File: src/rtl/core/assert_macros.svh
// Assertion macros used by the top level of the run-length encoder.
`ifndef ASSERT_MACROS_SVH
`define ASSERT_MACROS_SVH

// Property must hold at every rising edge of clk_i outside reset.
`define TRLE_ASSERT(name, prop) \
  name: assert property (@(posedge clk_i) disable iff (!rst_ni) prop) \
    else $error("trle assertion failed");

// Expression must never be true at a rising edge of clk_i outside reset.
`define TRLE_ASSERT_NEVER(name, expr) \
  name: assert property (@(posedge clk_i) disable iff (!rst_ni) !(expr)) \
    else $error("trle forbidden condition seen");

`endif

File: src/rtl/core/trle_pkg.sv
// Shared types and constants of the threshold run-length encoder.
package trle_pkg;

  // Field widths of the ports.
  localparam int unsigned PixelW   = 8;
  localparam int unsigned DimW     = 13;
  localparam int unsigned CfgIdxW  = 2;
  localparam int unsigned CfgDataW = 13;
  localparam int unsigned StartW   = 12;
  localparam int unsigned RowW     = 12;
  localparam int unsigned LenW     = 13;

  // Register reset values.
  localparam logic [PixelW-1:0] ThresholdRst = 8'd128;
  localparam logic [DimW-1:0]   WidthRst     = 13'd640;
  localparam logic [DimW-1:0]   HeightRst    = 13'd480;

  // Configuration register indexes.
  typedef enum logic [CfgIdxW-1:0] {
    REG_THRESHOLD = 2'd0,
    REG_WIDTH     = 2'd1,
    REG_HEIGHT    = 2'd2,
    REG_DILATE    = 2'd3
  } cfg_reg_e;

  // Effective configuration, dimensions already clamped to their legal range.
  typedef struct packed {
    logic [PixelW-1:0] threshold;
    logic [DimW-1:0]   width;
    logic [DimW-1:0]   height;
    logic              dilate;
  } cfg_t;

endpackage

File: src/rtl/core/threshold_rle_with_dilation.sv
// Top level of the threshold run-length encoder with horizontal dilation.
//
// Grey pixels enter in raster order, one per transfer, and leave as one
// result per horizontal foreground run (start column, row, length). The
// block takes one pixel per clock at full rate: a pixel sits in an input
// register, the run state (column, row, open run, last two mask bits) is
// updated from it, and a closed run lands in an output register. The state
// update is what sets the rate; the pipeline stalls only while a result
// waits on run_ready_i. With dilation on, a run is reported one pixel
// later than without, and a run ending at the row end is flushed by the
// last pixel of the row. Configuration writes take effect for the next
// pixel and are meant for idle periods; cfg_ready_o is always high.
`include "assert_macros.svh"

module threshold_rle_with_dilation import trle_pkg::*; #(
  parameter int unsigned MAX_WIDTH  = 4096,
  parameter int unsigned MAX_HEIGHT = 4096
) (
  input  logic                clk_i,
  input  logic                rst_ni,
  // Pixel input
  input  logic                pixel_valid_i,
  output logic                pixel_ready_o,
  input  logic [PixelW-1:0]   pixel_i,
  // Run output
  output logic                run_valid_o,
  input  logic                run_ready_i,
  output logic [StartW-1:0]   run_start_x_o,
  output logic [RowW-1:0]     run_row_o,
  output logic [LenW-1:0]     run_length_o,
  // Configuration writes
  input  logic                cfg_valid_i,
  output logic                cfg_ready_o,
  input  logic [CfgIdxW-1:0]  cfg_index_i,
  input  logic [CfgDataW-1:0] cfg_data_i
);

  // Column, column end and row counter widths.
  localparam int unsigned CW = $clog2(MAX_WIDTH);
  localparam int unsigned EW = CW + 1;
  localparam int unsigned LW = (EW > DimW) ? EW : DimW;
  localparam int unsigned RW = (MAX_HEIGHT > 1) ? $clog2(MAX_HEIGHT) : 1;
  localparam int unsigned HW = ((RW + 1) > DimW) ? (RW + 1) : DimW;

  cfg_t cfg;

  trle_cfg #(
    .MAX_WIDTH  (MAX_WIDTH),
    .MAX_HEIGHT (MAX_HEIGHT)
  ) u_cfg (
    .clk_i       (clk_i),
    .rst_ni      (rst_ni),
    .cfg_valid_i (cfg_valid_i),
    .cfg_index_i (cfg_index_i),
    .cfg_data_i  (cfg_data_i),
    .cfg_o       (cfg)
  );

  assign cfg_ready_o = 1'b1;

  // Pipeline control.
  logic              pix_vld_q;
  logic [PixelW-1:0] pix_q;
  logic              advance;
  logic              step;

  assign advance       = !run_valid_o || run_ready_i;
  assign step          = pix_vld_q && advance;
  assign pixel_ready_o = !pix_vld_q || advance;

  // Input register.
  always_ff @(posedge clk_i or negedge rst_ni) begin
    if (!rst_ni) begin
      pix_vld_q <= 1'b0;
    end else if (pixel_ready_o) begin
      pix_vld_q <= pixel_valid_i;
    end
  end

  always_ff @(posedge clk_i) begin
    if (pixel_valid_i && pixel_ready_o) begin
      pix_q <= pixel_i;
    end
  end

  // Run state.
  logic [CW-1:0] col_q, col_d;
  logic [RW-1:0] row_q, row_d;
  logic [1:0]    rf_q, rf_d;
  logic          open_q, open_d;
  logic [CW-1:0] start_q, start_d;

  // Step logic for the pixel in the input register.
  logic          fg;
  logic          last;
  logic [EW-1:0] c1;
  logic          f1, f2, dmask, mask;
  logic          hit;
  logic [EW-1:0] end_v;
  logic [CW-1:0] pos;
  logic [CW-1:0] res_start;
  logic [EW-1:0] res_len;

  assign fg   = (pix_q >= cfg.threshold);
  assign last = ((LW'(col_q) + LW'(1)) >= LW'(cfg.width));
  assign c1   = EW'(col_q) + EW'(1);

  always_comb begin
    open_d    = open_q;
    start_d   = start_q;
    hit       = 1'b0;
    res_start = start_q;
    res_len   = '0;
    end_v     = EW'(col_q);
    f1        = (col_q != '0) && rf_q[0];
    f2        = (col_q > CW'(1)) && rf_q[1];
    mask      = f2 || f1 || fg;
    dmask     = f1 || fg;
    pos       = col_q - CW'(1);

    if (!cfg.dilate) begin
      // Plain mask: open on foreground, close on background.
      if (fg && !open_d) begin
        open_d  = 1'b1;
        start_d = col_q;
      end else if (!fg && open_d) begin
        if (EW'(col_q) > EW'(start_d)) begin
          hit       = 1'b1;
          res_start = start_d;
          res_len   = EW'(col_q) - EW'(start_d);
        end
        open_d = 1'b0;
      end
      // Row end closes a run still open after this pixel.
      if (last && open_d && !hit) begin
        if (c1 > EW'(start_d)) begin
          hit       = 1'b1;
          res_start = start_d;
          res_len   = c1 - EW'(start_d);
        end
        open_d = 1'b0;
      end
    end else begin
      // Dilated mask of the previous column is now complete.
      if (col_q != '0) begin
        if (mask && !open_d) begin
          open_d  = 1'b1;
          start_d = pos;
        end else if (!mask && open_d) begin
          if (EW'(pos) > EW'(start_d)) begin
            hit       = 1'b1;
            res_start = start_d;
            res_len   = EW'(pos) - EW'(start_d);
          end
          open_d = 1'b0;
        end
      end
      // Row end flushes the last column, which sees no right neighbor.
      if (last && !hit) begin
        if (dmask && !open_d) begin
          open_d  = 1'b1;
          start_d = col_q;
        end
        if (open_d) begin
          end_v = dmask ? c1 : EW'(col_q);
          if (end_v > EW'(start_d)) begin
            hit       = 1'b1;
            res_start = start_d;
            res_len   = end_v - EW'(start_d);
          end
          open_d = 1'b0;
        end
      end
    end

    // Counters and mask history.
    rf_d = {rf_q[0], fg};
    if (last) begin
      col_d  = '0;
      rf_d   = '0;
      open_d = 1'b0;
      if ((HW'(row_q) + HW'(1)) >= HW'(cfg.height)) begin
        row_d = '0;
      end else begin
        row_d = row_q + RW'(1);
      end
    end else begin
      col_d = col_q + CW'(1);
      row_d = row_q;
    end
  end

  always_ff @(posedge clk_i or negedge rst_ni) begin
    if (!rst_ni) begin
      col_q   <= '0;
      row_q   <= '0;
      rf_q    <= '0;
      open_q  <= 1'b0;
      start_q <= '0;
    end else if (step) begin
      col_q   <= col_d;
      row_q   <= row_d;
      rf_q    <= rf_d;
      open_q  <= open_d;
      start_q <= start_d;
    end
  end

  // Output register.
  always_ff @(posedge clk_i or negedge rst_ni) begin
    if (!rst_ni) begin
      run_valid_o <= 1'b0;
    end else if (advance) begin
      run_valid_o <= step && hit;
    end
  end

  always_ff @(posedge clk_i) begin
    if (step && hit) begin
      run_start_x_o <= StartW'(res_start);
      run_row_o     <= RowW'(row_q);
      run_length_o  <= LenW'(res_len);
    end
  end

  // Checks on the run state and the pipeline.
  `TRLE_ASSERT(a_len_nonzero, run_valid_o |-> (run_length_o != '0))
  `TRLE_ASSERT(a_open_before_col, open_q |-> (start_q < col_q))
  `TRLE_ASSERT(a_row_end_clears, (step && last) |=> (!open_q && rf_q == '0 && col_q == '0))
  `TRLE_ASSERT_NEVER(a_stall_drop, $past(pix_vld_q && !advance) && !pix_vld_q)

endmodule

File: src/rtl/core/trle_cfg.sv
// Configuration registers with write decode and dimension clamping.
module trle_cfg import trle_pkg::*; #(
  parameter int unsigned MAX_WIDTH  = 4096,
  parameter int unsigned MAX_HEIGHT = 4096
) (
  input  logic                clk_i,
  input  logic                rst_ni,
  input  logic                cfg_valid_i,
  input  logic [CfgIdxW-1:0]  cfg_index_i,
  input  logic [CfgDataW-1:0] cfg_data_i,
  output cfg_t                cfg_o
);

  // Largest legal dimension that a 13-bit register can express.
  localparam int unsigned DimMax = (1 << DimW) - 1;
  localparam logic [DimW-1:0] WidthLim =
    (MAX_WIDTH > DimMax) ? DimW'(DimMax) : DimW'(MAX_WIDTH);
  localparam logic [DimW-1:0] HeightLim =
    (MAX_HEIGHT > DimMax) ? DimW'(DimMax) : DimW'(MAX_HEIGHT);

  logic [PixelW-1:0] threshold_q;
  logic [DimW-1:0]   width_q;
  logic [DimW-1:0]   height_q;
  logic              dilate_q;

  // Register write on each configuration transfer.
  always_ff @(posedge clk_i or negedge rst_ni) begin
    if (!rst_ni) begin
      threshold_q <= ThresholdRst;
      width_q     <= WidthRst;
      height_q    <= HeightRst;
      dilate_q    <= 1'b0;
    end else if (cfg_valid_i) begin
      unique case (cfg_reg_e'(cfg_index_i))
        REG_THRESHOLD: threshold_q <= cfg_data_i[PixelW-1:0];
        REG_WIDTH:     width_q     <= cfg_data_i[DimW-1:0];
        REG_HEIGHT:    height_q    <= cfg_data_i[DimW-1:0];
        REG_DILATE:    dilate_q    <= cfg_data_i[0];
      endcase
    end
  end

  // A zero dimension acts as one, oversize values act as the maximum.
  always_comb begin
    cfg_o.threshold = threshold_q;
    cfg_o.dilate    = dilate_q;
    if (width_q == '0) begin
      cfg_o.width = DimW'(1);
    end else if (width_q > WidthLim) begin
      cfg_o.width = WidthLim;
    end else begin
      cfg_o.width = width_q;
    end
    if (height_q == '0) begin
      cfg_o.height = DimW'(1);
    end else if (height_q > HeightLim) begin
      cfg_o.height = HeightLim;
    end else begin
      cfg_o.height = height_q;
    end
  end

endmodule
File: config.mk
export PLATFORM = sky130hd
export DESIGN_NAME = threshold_rle_with_dilation
export DESIGN_NICKNAME = d
export VERILOG_FILES = /design/src/rtl/core/trle_pkg.sv /design/src/rtl/core/threshold_rle_with_dilation.sv /design/src/rtl/core/trle_cfg.sv
export VERILOG_INCLUDE_DIRS = /design/src /design/src/rtl/core
export SDC_FILE = /design/constraint.sdc
export NUM_CORES = 1
export LEC_CHECK = 0
export BUFFER_PORTS_ARGS = -buffer_cell sky130_fd_sc_hd__buf_2
export CAP_MARGIN = 10
export CORE_MARGIN = 2
export CORE_UTILIZATION = 38
export CTS_BUF_LIST = sky130_fd_sc_hd__clkbuf_2
export DETAILED_ROUTE_END_ITERATION = 12
export PLACE_DENSITY = 0.61
export SYNTH_ARGS = -nofsm -noshare
export SYNTH_HDL_FRONTEND = slang
export SYNTH_HIERARCHICAL = 1
export SYNTH_SLANG_ARGS = --single-unit
File: constraint.sdc
create_clock -name clk_i -period 18.05 [get_ports clk_i]
set_input_delay 3.61 -clock clk_i [delete_from_list [all_inputs] [get_ports clk_i]]
set_output_delay 3.61 -clock clk_i [all_outputs]
set_load 0.02 [all_outputs]
==> results of run 1 <==
-- cell type report --
cell class / instances / area, µm² / area share [%]
diodes: 1 / 2.50 / 0.0236
inverters: 71 / 267 / 2.51
repair buffers: 77 / 415 / 3.92
clock buffers: 17 / 85.1 / 0.802
clock inverters: 15 / 129 / 1.22
multi-input cells: 830 / 6030 / 56.9
flip-flops and latches: 121 / 3260 / 30.8
well taps: 330 / 413 / 3.89
-- cells in the final DEF, fill, tap and decap left out, types with 18 or more instances in the layout --
cell | Yosys | layout
sky130_fd_sc_hd__dfrtp_1 | 69 | 69
sky130_fd_sc_hd__a21oi_1 | 58 | 58
sky130_fd_sc_hd__nand2_1 | 88 | 88
sky130_fd_sc_hd__o21ai_0 | 62 | 62
sky130_fd_sc_hd__mux2_2 | 38 | 38
sky130_fd_sc_hd__ha_1 | 87 | 87
sky130_fd_sc_hd__nand3_1 | 34 | 34
sky130_fd_sc_hd__buf_2 | 4 | 65
sky130_fd_sc_hd__edfxtp_1 | 45 | 45
sky130_fd_sc_hd__inv_1 | 71 | 71
sky130_fd_sc_hd__a21o_1 | 20 | 20
sky130_fd_sc_hd__nor2b_1 | 36 | 36
sky130_fd_sc_hd__a211oi_1 | 18 | 18
sky130_fd_sc_hd__xor2_1 | 30 | 30
sky130_fd_sc_hd__xnor2_1 | 43 | 43
sky130_fd_sc_hd__nor2_1 | 69 | 69
-- metrics by stage --
| stage | area (µm²) | worst slack [ps] | utilization, % | cells | hold WS (ps) |
|---|---|---|---|---|---|
| 6_report | 10600 | 10340 | 42.0 | 1462 | 538 |
| 3_5_place_dp | 10400 | 10340 | 41.1 | 1429 | 497 |
| 3_3_place_gp | 10400 | 10360 | 41.1 | 1429 | 485 |
| 2_1_floorplan | 9780 | 10550 | - | 1075 | 423 |
| 5_1_grt | 10600 | 10270 | 42.0 | 1462 | 544 |
| 4_1_cts | 10600 | 10340 | 42.0 | 1461 | 525 |
-- per-layer routing --
layer  routed length (µm)  GRT usage (%)  vias up
met5                    0              0        -
met4                  835           8.58        0
met3                 1530           2.94       54
met2                12500           33.0      273
met1                12200           28.7     3960
li1                     -              -     4034
-- flip-flops by register name, indices dropped and copies added (netlist names), 2 cells and up --
| register | flops |
|---|---|
| u_cfg/width_q | 13 |
| run_row_o | 12 |
| run_start_x_o | 12 |
| run_length_o | 13 |
| u_cfg/threshold_q | 8 |
| start_q | 12 |
| row_q | 12 |
| rf_q | 2 |
| u_cfg/height_q | 13 |
| col_q | 12 |
| pix_q | 8 |
-- cells by family after synthesis --
| group | count (synthesis) | synth area share, % |
|---|---|---|
| fa+ha+maj | 91 | 12.0 |
| simple gates | 320 | 16.5 |
| xor+xnor | 73 | 6.54 |
| compound gates | 303 | 21.6 |
| mux | 42 | 4.79 |
| other cells | 1 | 0.0384 |
| flops | 121 | 33.4 |
| buf+inv | 124 | 5.20 |
-- critical path, stage by stage --
cell	delay, ps
sky130_fd_sc_hd__buf_2	110
sky130_fd_sc_hd__nor2b_1	130
sky130_fd_sc_hd__nand2_1	90
sky130_fd_sc_hd__buf_2	160
-- how the worst min path moves through the flow --
stage,startpoint,to,cells past startpoint
after floorplan,row_q[5]$_DFFE_PN0P_,run_row_o[5]$_DFFE_PP_,0
after global placement,rf_q[1]$_DFFE_PN0P_,rf_q[1]$_DFFE_PN0P_,2
after detailed placement,u_cfg/threshold_q[5]$_DFFE_PN0P_,u_cfg/threshold_q[5]$_DFFE_PN0P_,1
after CTS,row_q[4]$_DFFE_PN0P_,run_row_o[4]$_DFFE_PP_,0
after global routing,row_q[4]$_DFFE_PN0P_,run_row_o[4]$_DFFE_PP_,0
final,row_q[4]$_DFFE_PN0P_,run_row_o[4]$_DFFE_PP_,0
-- power breakdown --
group | switching [mW] | internal [mW]
clock network | 0.134 | 0.0428
logic | 0.911 | 0.627
registers | 0.0731 | 0.364
==> summary.txt, run 1 <==
Worst hold path
  • Classification of the worst-slack hold path: register to register

Timing
  • Skew final: 53.6 ps
  • Setup_tns: 0 ps
  • Finish-stage setup viols: 0
  • Final Max Slew Viols: 0
  • Time the final worst path needs with I/O delays and setup: 7710 ps
  • Setup repair after global routing missed its margin: false
  • Achievable frequency: 130 MHz
  • Final worst path period share: 42.7%
  • Hold Fails Final Rpt: 0
  • Worst Tran Pin Value: 1020 ps
  • Worst relative slew slack: 32.0%

Die
  • Total I/O pin count: 68
  • Starting density of the core: 38.7%
  • Number of rows created at floorplan: 58
  • Full die area: 27000 µm²
  • Core region area: 25300 µm²
  • Die width: 164 µm
  • Vertical die dimension: 164 µm

Setup path
  • Worst setup path class: input pin to primary output
  • Startpoint types: input pin
  • Critical Path Source: run_ready_i
  • Setup slack on the worst flop-to-flop path: 11970 ps
  • Crit end category: primary output
  • Reg2reg start: u_cfg/threshold_q[7]$_DFFE_PN1P_
  • Worst R2R Path Depth: 17
  • Capture point of the critical path: pixel_ready_o
  • CP required: 14440 ps
  • Worst-path maximum fanout: 3
  • Critical path arrival: 4100 ps
  • Reg2Reg Capture Point: run_length_o[2]$_DFFE_PP_

Synthesis
  • Synth top area cells: sky130_fd_sc_hd__dfrtp_1 18%, sky130_fd_sc_hd__edfxtp_1 14%, sky130_fd_sc_hd__ha_1 11%, sky130_fd_sc_hd__mux2_2 4.4%, sky130_fd_sc_hd__xnor2_1 3.9%
  • Leading cell types by count after synthesis: 88 x sky130_fd_sc_hd__nand2_1, 87 x sky130_fd_sc_hd__ha_1, 71 x sky130_fd_sc_hd__inv_1, 69 x sky130_fd_sc_hd__dfrtp_1, 69 x sky130_fd_sc_hd__nor2_1
  • Flops & latches, synth: 121
  • Avg Inst Size Synth: 9.09 µm²
  • Top-area cell type share of the netlist area: 17.7%
  • Cell type with the highest aggregate area in the netlist: sky130_fd_sc_hd__dfrtp_1
  • Synth Warn #: 6
  • Most used flip-flop cell after synthesis: sky130_fd_sc_hd__dfrtp_1
  • Fraction of registers with async set or reset after synthesis: 62.8%
  • Count of flip-flops with a built-in enable after synthesis: 45
  • Post-synthesis cell area: 9780 µm²
  • Post-Synthesis Cells: 1075
  • Count of unique library cells instantiated by Yosys: 80
  • Count leader, synth: sky130_fd_sc_hd__nand2_1
  • Syn_nets: 1194
  • Sequential element share of the synthesized area: 33.4%

Clock network
  • CTS tree: done
  • Number of clock sinks: 121
  • CTS root buf: sky130_fd_sc_hd__clkbuf_2
  • Post-CTS setup buffers: 0
  • Clock transition at the registers of the reported paths: 240 ps
  • Clock network latency to the later pin of the worst-skew pair: 790 ps
  • H-tree levels: 4
  • Hold-fix buffers, CTS: 0
  • Maximum buffer depth of the clock tree: 2
  • Number of instances resized during post-cts repair: 0
  • Cts bufs inserted: 17

Flow run
  • Max-cap violation count: 0

Place
  • PortBufs: 66
  • Estimated wirelength of the detail-placed design: 20.2 mm
  • Final GP Congestion: 0.935

Detailed routing
  • Via total after detailed routing: 8321
  • Number of nets with antenna violations after detailed routing: 0
  • Via count normalized by instance count: 5.69
  • Remaining DRCs: 0
  • Aggregate routed wire length: 27.0 mm
  • Average wire per cell in the routed design: 18.5 µm
  • Initial detailed-routing violation count: 782
  • TritonRoute pass-1 iters: 6

Finish
  • Final Net Count: 1237
  • Share of final-layout standard cells stronger than drive strength 1: 15.2%
  • Layout-stage area growth over the synthesis result: 8.46%
  • Layout fillers: 2567

Global routing
  • Congestion Overflow GR: 0
  • Overall routing resource usage: 20.8%
  • Vias in the first global route: 7951
  • Global-route wire length before repair: 43.3 mm
  • Initial antenna violation count: 1
  • Maximum number of pins on one net before global-route repair: 77

Power and ir drop
  • Lkg Pwr: 4.67 nW
  • Worst IR drop on VDD: 76.8 µV
  • Final Total Pwr: 2.15 mW
  • Power per unit of standard cell area: 203 nW/µm²

Run status
  • Run status: finished clean
No activity file was read; power rests on OpenSTA's default activity.
==> run 2, diff against run 1 <==
==> constraint.sdc (replaced) <==
create_clock -name clk_i -period 7.77 [get_ports clk_i]
set_input_delay 1.554 -clock clk_i [delete_from_list [all_inputs] [get_ports clk_i]]
set_output_delay 1.554 -clock clk_i [all_outputs]
set_load 0.02 [all_outputs]
==> run 2 against run 1 <==
Sequential power is 130% higher. Critical path depth grew 15. Worst setup slack worse by 8600 ps. Power up 140%. Non-clock buffer count down 1. Clock-buffer cell count did not move. Sequential share of layout area shrank 0.12 points. Hold slack gained 4.9 ps. Largest cell class unchanged.
==> summary.txt, run 2 (same netlist as run 1, synthesis figures left out) <==
Die
  • Number of rows created at floorplan: 58
  • Die width: 164 µm
  • Full die area: 27000 µm²
  • Starting density of the core: 38.7%
  • Core region area: 25300 µm²
  • Vertical die dimension: 164 µm
  • Total I/O pin count: 68

Global routing
  • Maximum number of pins on one net before global-route repair: 77
  • Global-route wire length before repair: 45.6 mm
  • Vias in the first global route: 8191
  • Overall routing resource usage: 22.1%
  • Initial antenna violation count: 1
  • Congestion Overflow GR: 0

Clock network
  • Number of clock sinks: 121
  • CTS root buf: sky130_fd_sc_hd__clkbuf_2
  • Clock transition at the registers of the reported paths: 240 ps
  • Maximum buffer depth of the clock tree: 2
  • Clock network latency to the later pin of the worst-skew pair: 750 ps
  • Cts bufs inserted: 17
  • Post-CTS setup buffers: 0
  • Hold-fix buffers, CTS: 0
  • Number of instances resized during post-cts repair: 0
  • H-tree levels: 4
  • CTS tree: done

Timing
  • Hold Fails Final Rpt: 0
  • Skew final: 45.2 ps
  • Worst Tran Pin Value: 1030 ps
  • Final worst hold slack: 543 ps
  • Achievable frequency: 166 MHz
  • Finish-stage setup viols: 0
  • Final Max Slew Viols: 0
  • Setup_tns: 0 ps
  • Final worst path period share: 77.5%
  • Setup repair after global routing missed its margin: false
  • Worst relative slew slack: 31.6%
  • Time the final worst path needs with I/O delays and setup: 6020 ps

Setup path
  • Setup slack on the worst flop-to-flop path: 1750 ps
  • Reg2reg start: u_cfg/threshold_q[7]$_DFFE_PN1P_
  • Capture point of the critical path: run_valid_o$_DFFE_PN0P_
  • Worst setup path class: register to register
  • Critical path arrival: 6650 ps
  • Worst R2R Path Depth: 19
  • Critical Path Source: u_cfg/threshold_q[7]$_DFFE_PN1P_
  • Slowest library cell on the worst path: sky130_fd_sc_hd__o211ai_1
  • Top delay family on crit path: compound AO/OA/AOI/OAI gates
  • Cells traversed along the worst timing path: inv_1 -> ha_1 -> nand2_1 -> nor3_1 -> a21oi_1 -> nor2_1 -> buf_4 -> nor2_1 -> a21oi_1 -> ha_1 -> o21a_1 -> o31a_1 -> o21ai_0 -> o21ai_0 -> o211ai_1 -> nand2_1 -> a2bb2oi_4 -> buf_4 -> or2_2
  • Reg2Reg Capture Point: run_valid_o$_DFFE_PN0P_
  • CP peak stage delay: 840 ps
  • Crit end category: register
  • Startpoint types: register
  • Worst-path maximum fanout: 20
  • Number of logic stages on the critical path including buffering: 19
  • Worst path buffer plus inverter count: 3
  • CP required: 8400 ps

Detailed routing
  • Via total after detailed routing: 8407
  • TritonRoute pass-1 iters: 5
  • Average wire per cell in the routed design: 19.6 µm
  • Number of nets with antenna violations after detailed routing: 0
  • Initial detailed-routing violation count: 742
  • Via count normalized by instance count: 5.75
  • Remaining DRCs: 0
  • Aggregate routed wire length: 28.7 mm

Worst hold path
  • Hold depth: 1
  • Classification of the worst-slack hold path: register to register

Finish
  • Leading cell types in the layout, fill and taps excluded: 88 x sky130_fd_sc_hd__nand2_1, 87 x sky130_fd_sc_hd__ha_1, 71 x sky130_fd_sc_hd__inv_1, 69 x sky130_fd_sc_hd__nor2_1, 69 x sky130_fd_sc_hd__dfrtp_1
  • Layout fillers: 2554
  • Most common library cell in the layout ignoring fill and taps: sky130_fd_sc_hd__nand2_1
  • Share of final-layout standard cells stronger than drive strength 1: 15.1%
  • Layout-stage area growth over the synthesis result: 8.89%
  • Top Registers: run_length_o: 13 flops, u_cfg/height_q: 13 flops, u_cfg/width_q: 13 flops
  • Final Net Count: 1236

Power and ir drop
  • Lkg Pwr: 4.68 nW
  • Worst IR drop on VDD: 248 µV
  • Power per unit of standard cell area: 484 nW/µm²

Flow run
  • Max-cap violation count: 0

Place
  • PortBufs: 66
  • Estimated wirelength of the detail-placed design: 21.5 mm
  • Final GP Congestion: 0.961

Run status
  • Run status: finished clean
run 2: changes by cell type in the layout (fill, tap and decap cells not counted):
cell,before,now
sky130_fd_sc_hd__buf_4,12,11
sky130_fd_sc_hd__bufinv_16,0,2
sky130_fd_sc_hd__inv_6,8,7
sky130_fd_sc_hd__clkinv_2,2,0
sky130_fd_sc_hd__clkinv_4,1,2
run 2: final cells by class:
cell class	count	area, µm²	share of cell area (%)
clock inverters	15	179	1.68
multi-input cells	830	6030	56.6
diodes	1	2.50	0.0235
well taps	330	413	3.88
inverters	71	267	2.50
clock buffers	17	85.1	0.799
repair buffers	76	408	3.83
flip-flops and latches	121	3260	30.6
run 2: where the power goes:
| group | internal (mW) | total (mW) | switching [mW] |
|---|---|---|---|
| combinational | 1.46 | 3.66 | 2.21 |
| sequential | 0.846 | 1.02 | 0.171 |
| clock | 0.164 | 0.473 | 0.309 |
| total | 2.47 | 5.15 | 2.69 |
run 2: layer usage:
| layer | vias to the layer above | track usage [%] | wire, µm |
|---|---|---|---|
| met5 | - | 0 | 0 |
| met4 | 0 | 8.50 | 875 |
| met3 | 56 | 3.54 | 1570 |
| met2 | 300 | 35.4 | 13200 |
| met1 | 4018 | 30.0 | 13100 |
| li1 | 4033 | - | - |
run 2: through the flow:
step	util [%]	total power [mW]	setup WS, ps	cells	area, µm²
6_report	42.2	5.15	1750	1461	10600
3_3_place_gp	41.1	4.58	2030	1428	10400
4_1_cts	42.1	5.09	1870	1460	10600
3_5_place_dp	41.1	4.59	1910	1428	10400
5_1_grt	42.2	5.58	1310	1461	10600
2_1_floorplan	-	3.66	1560	1075	9780
run 2: worst reg2reg max path, cell delays in order, from the launching register on:
cell                        delay, ps
sky130_fd_sc_hd__dfstp_2          580
sky130_fd_sc_hd__inv_1             40
sky130_fd_sc_hd__ha_1             280
sky130_fd_sc_hd__nand2_1           60
sky130_fd_sc_hd__nor3_1           500
sky130_fd_sc_hd__a21oi_1          380
sky130_fd_sc_hd__nor2_1           170
sky130_fd_sc_hd__buf_4            270
sky130_fd_sc_hd__nor2_1            70
sky130_fd_sc_hd__a21oi_1          360
sky130_fd_sc_hd__ha_1             370
sky130_fd_sc_hd__o21a_1           210
sky130_fd_sc_hd__o31a_1           150
sky130_fd_sc_hd__o21ai_0          280
sky130_fd_sc_hd__o21ai_0          200
sky130_fd_sc_hd__o211ai_1         840
sky130_fd_sc_hd__nand2_1          250
sky130_fd_sc_hd__a2bb2oi_4        320
sky130_fd_sc_hd__buf_4            300
sky130_fd_sc_hd__or2_2            310
run 2: how the worst min path moves through the flow:
stage	to	start	slack [ps]
after floorplan	run_row_o[5]$_DFFE_PP_	row_q[5]$_DFFE_PN0P_	420
after global placement	u_cfg/width_q[0]$_DFFE_PN0P_	u_cfg/width_q[0]$_DFFE_PN0P_	490
after detailed placement	u_cfg/threshold_q[1]$_DFFE_PN0P_	u_cfg/threshold_q[1]$_DFFE_PN0P_	500
after CTS	u_cfg/threshold_q[1]$_DFFE_PN0P_	u_cfg/threshold_q[1]$_DFFE_PN0P_	550
after global routing	u_cfg/width_q[0]$_DFFE_PN0P_	u_cfg/width_q[0]$_DFFE_PN0P_	560
final	u_cfg/threshold_q[1]$_DFFE_PN0P_	u_cfg/threshold_q[1]$_DFFE_PN0P_	540
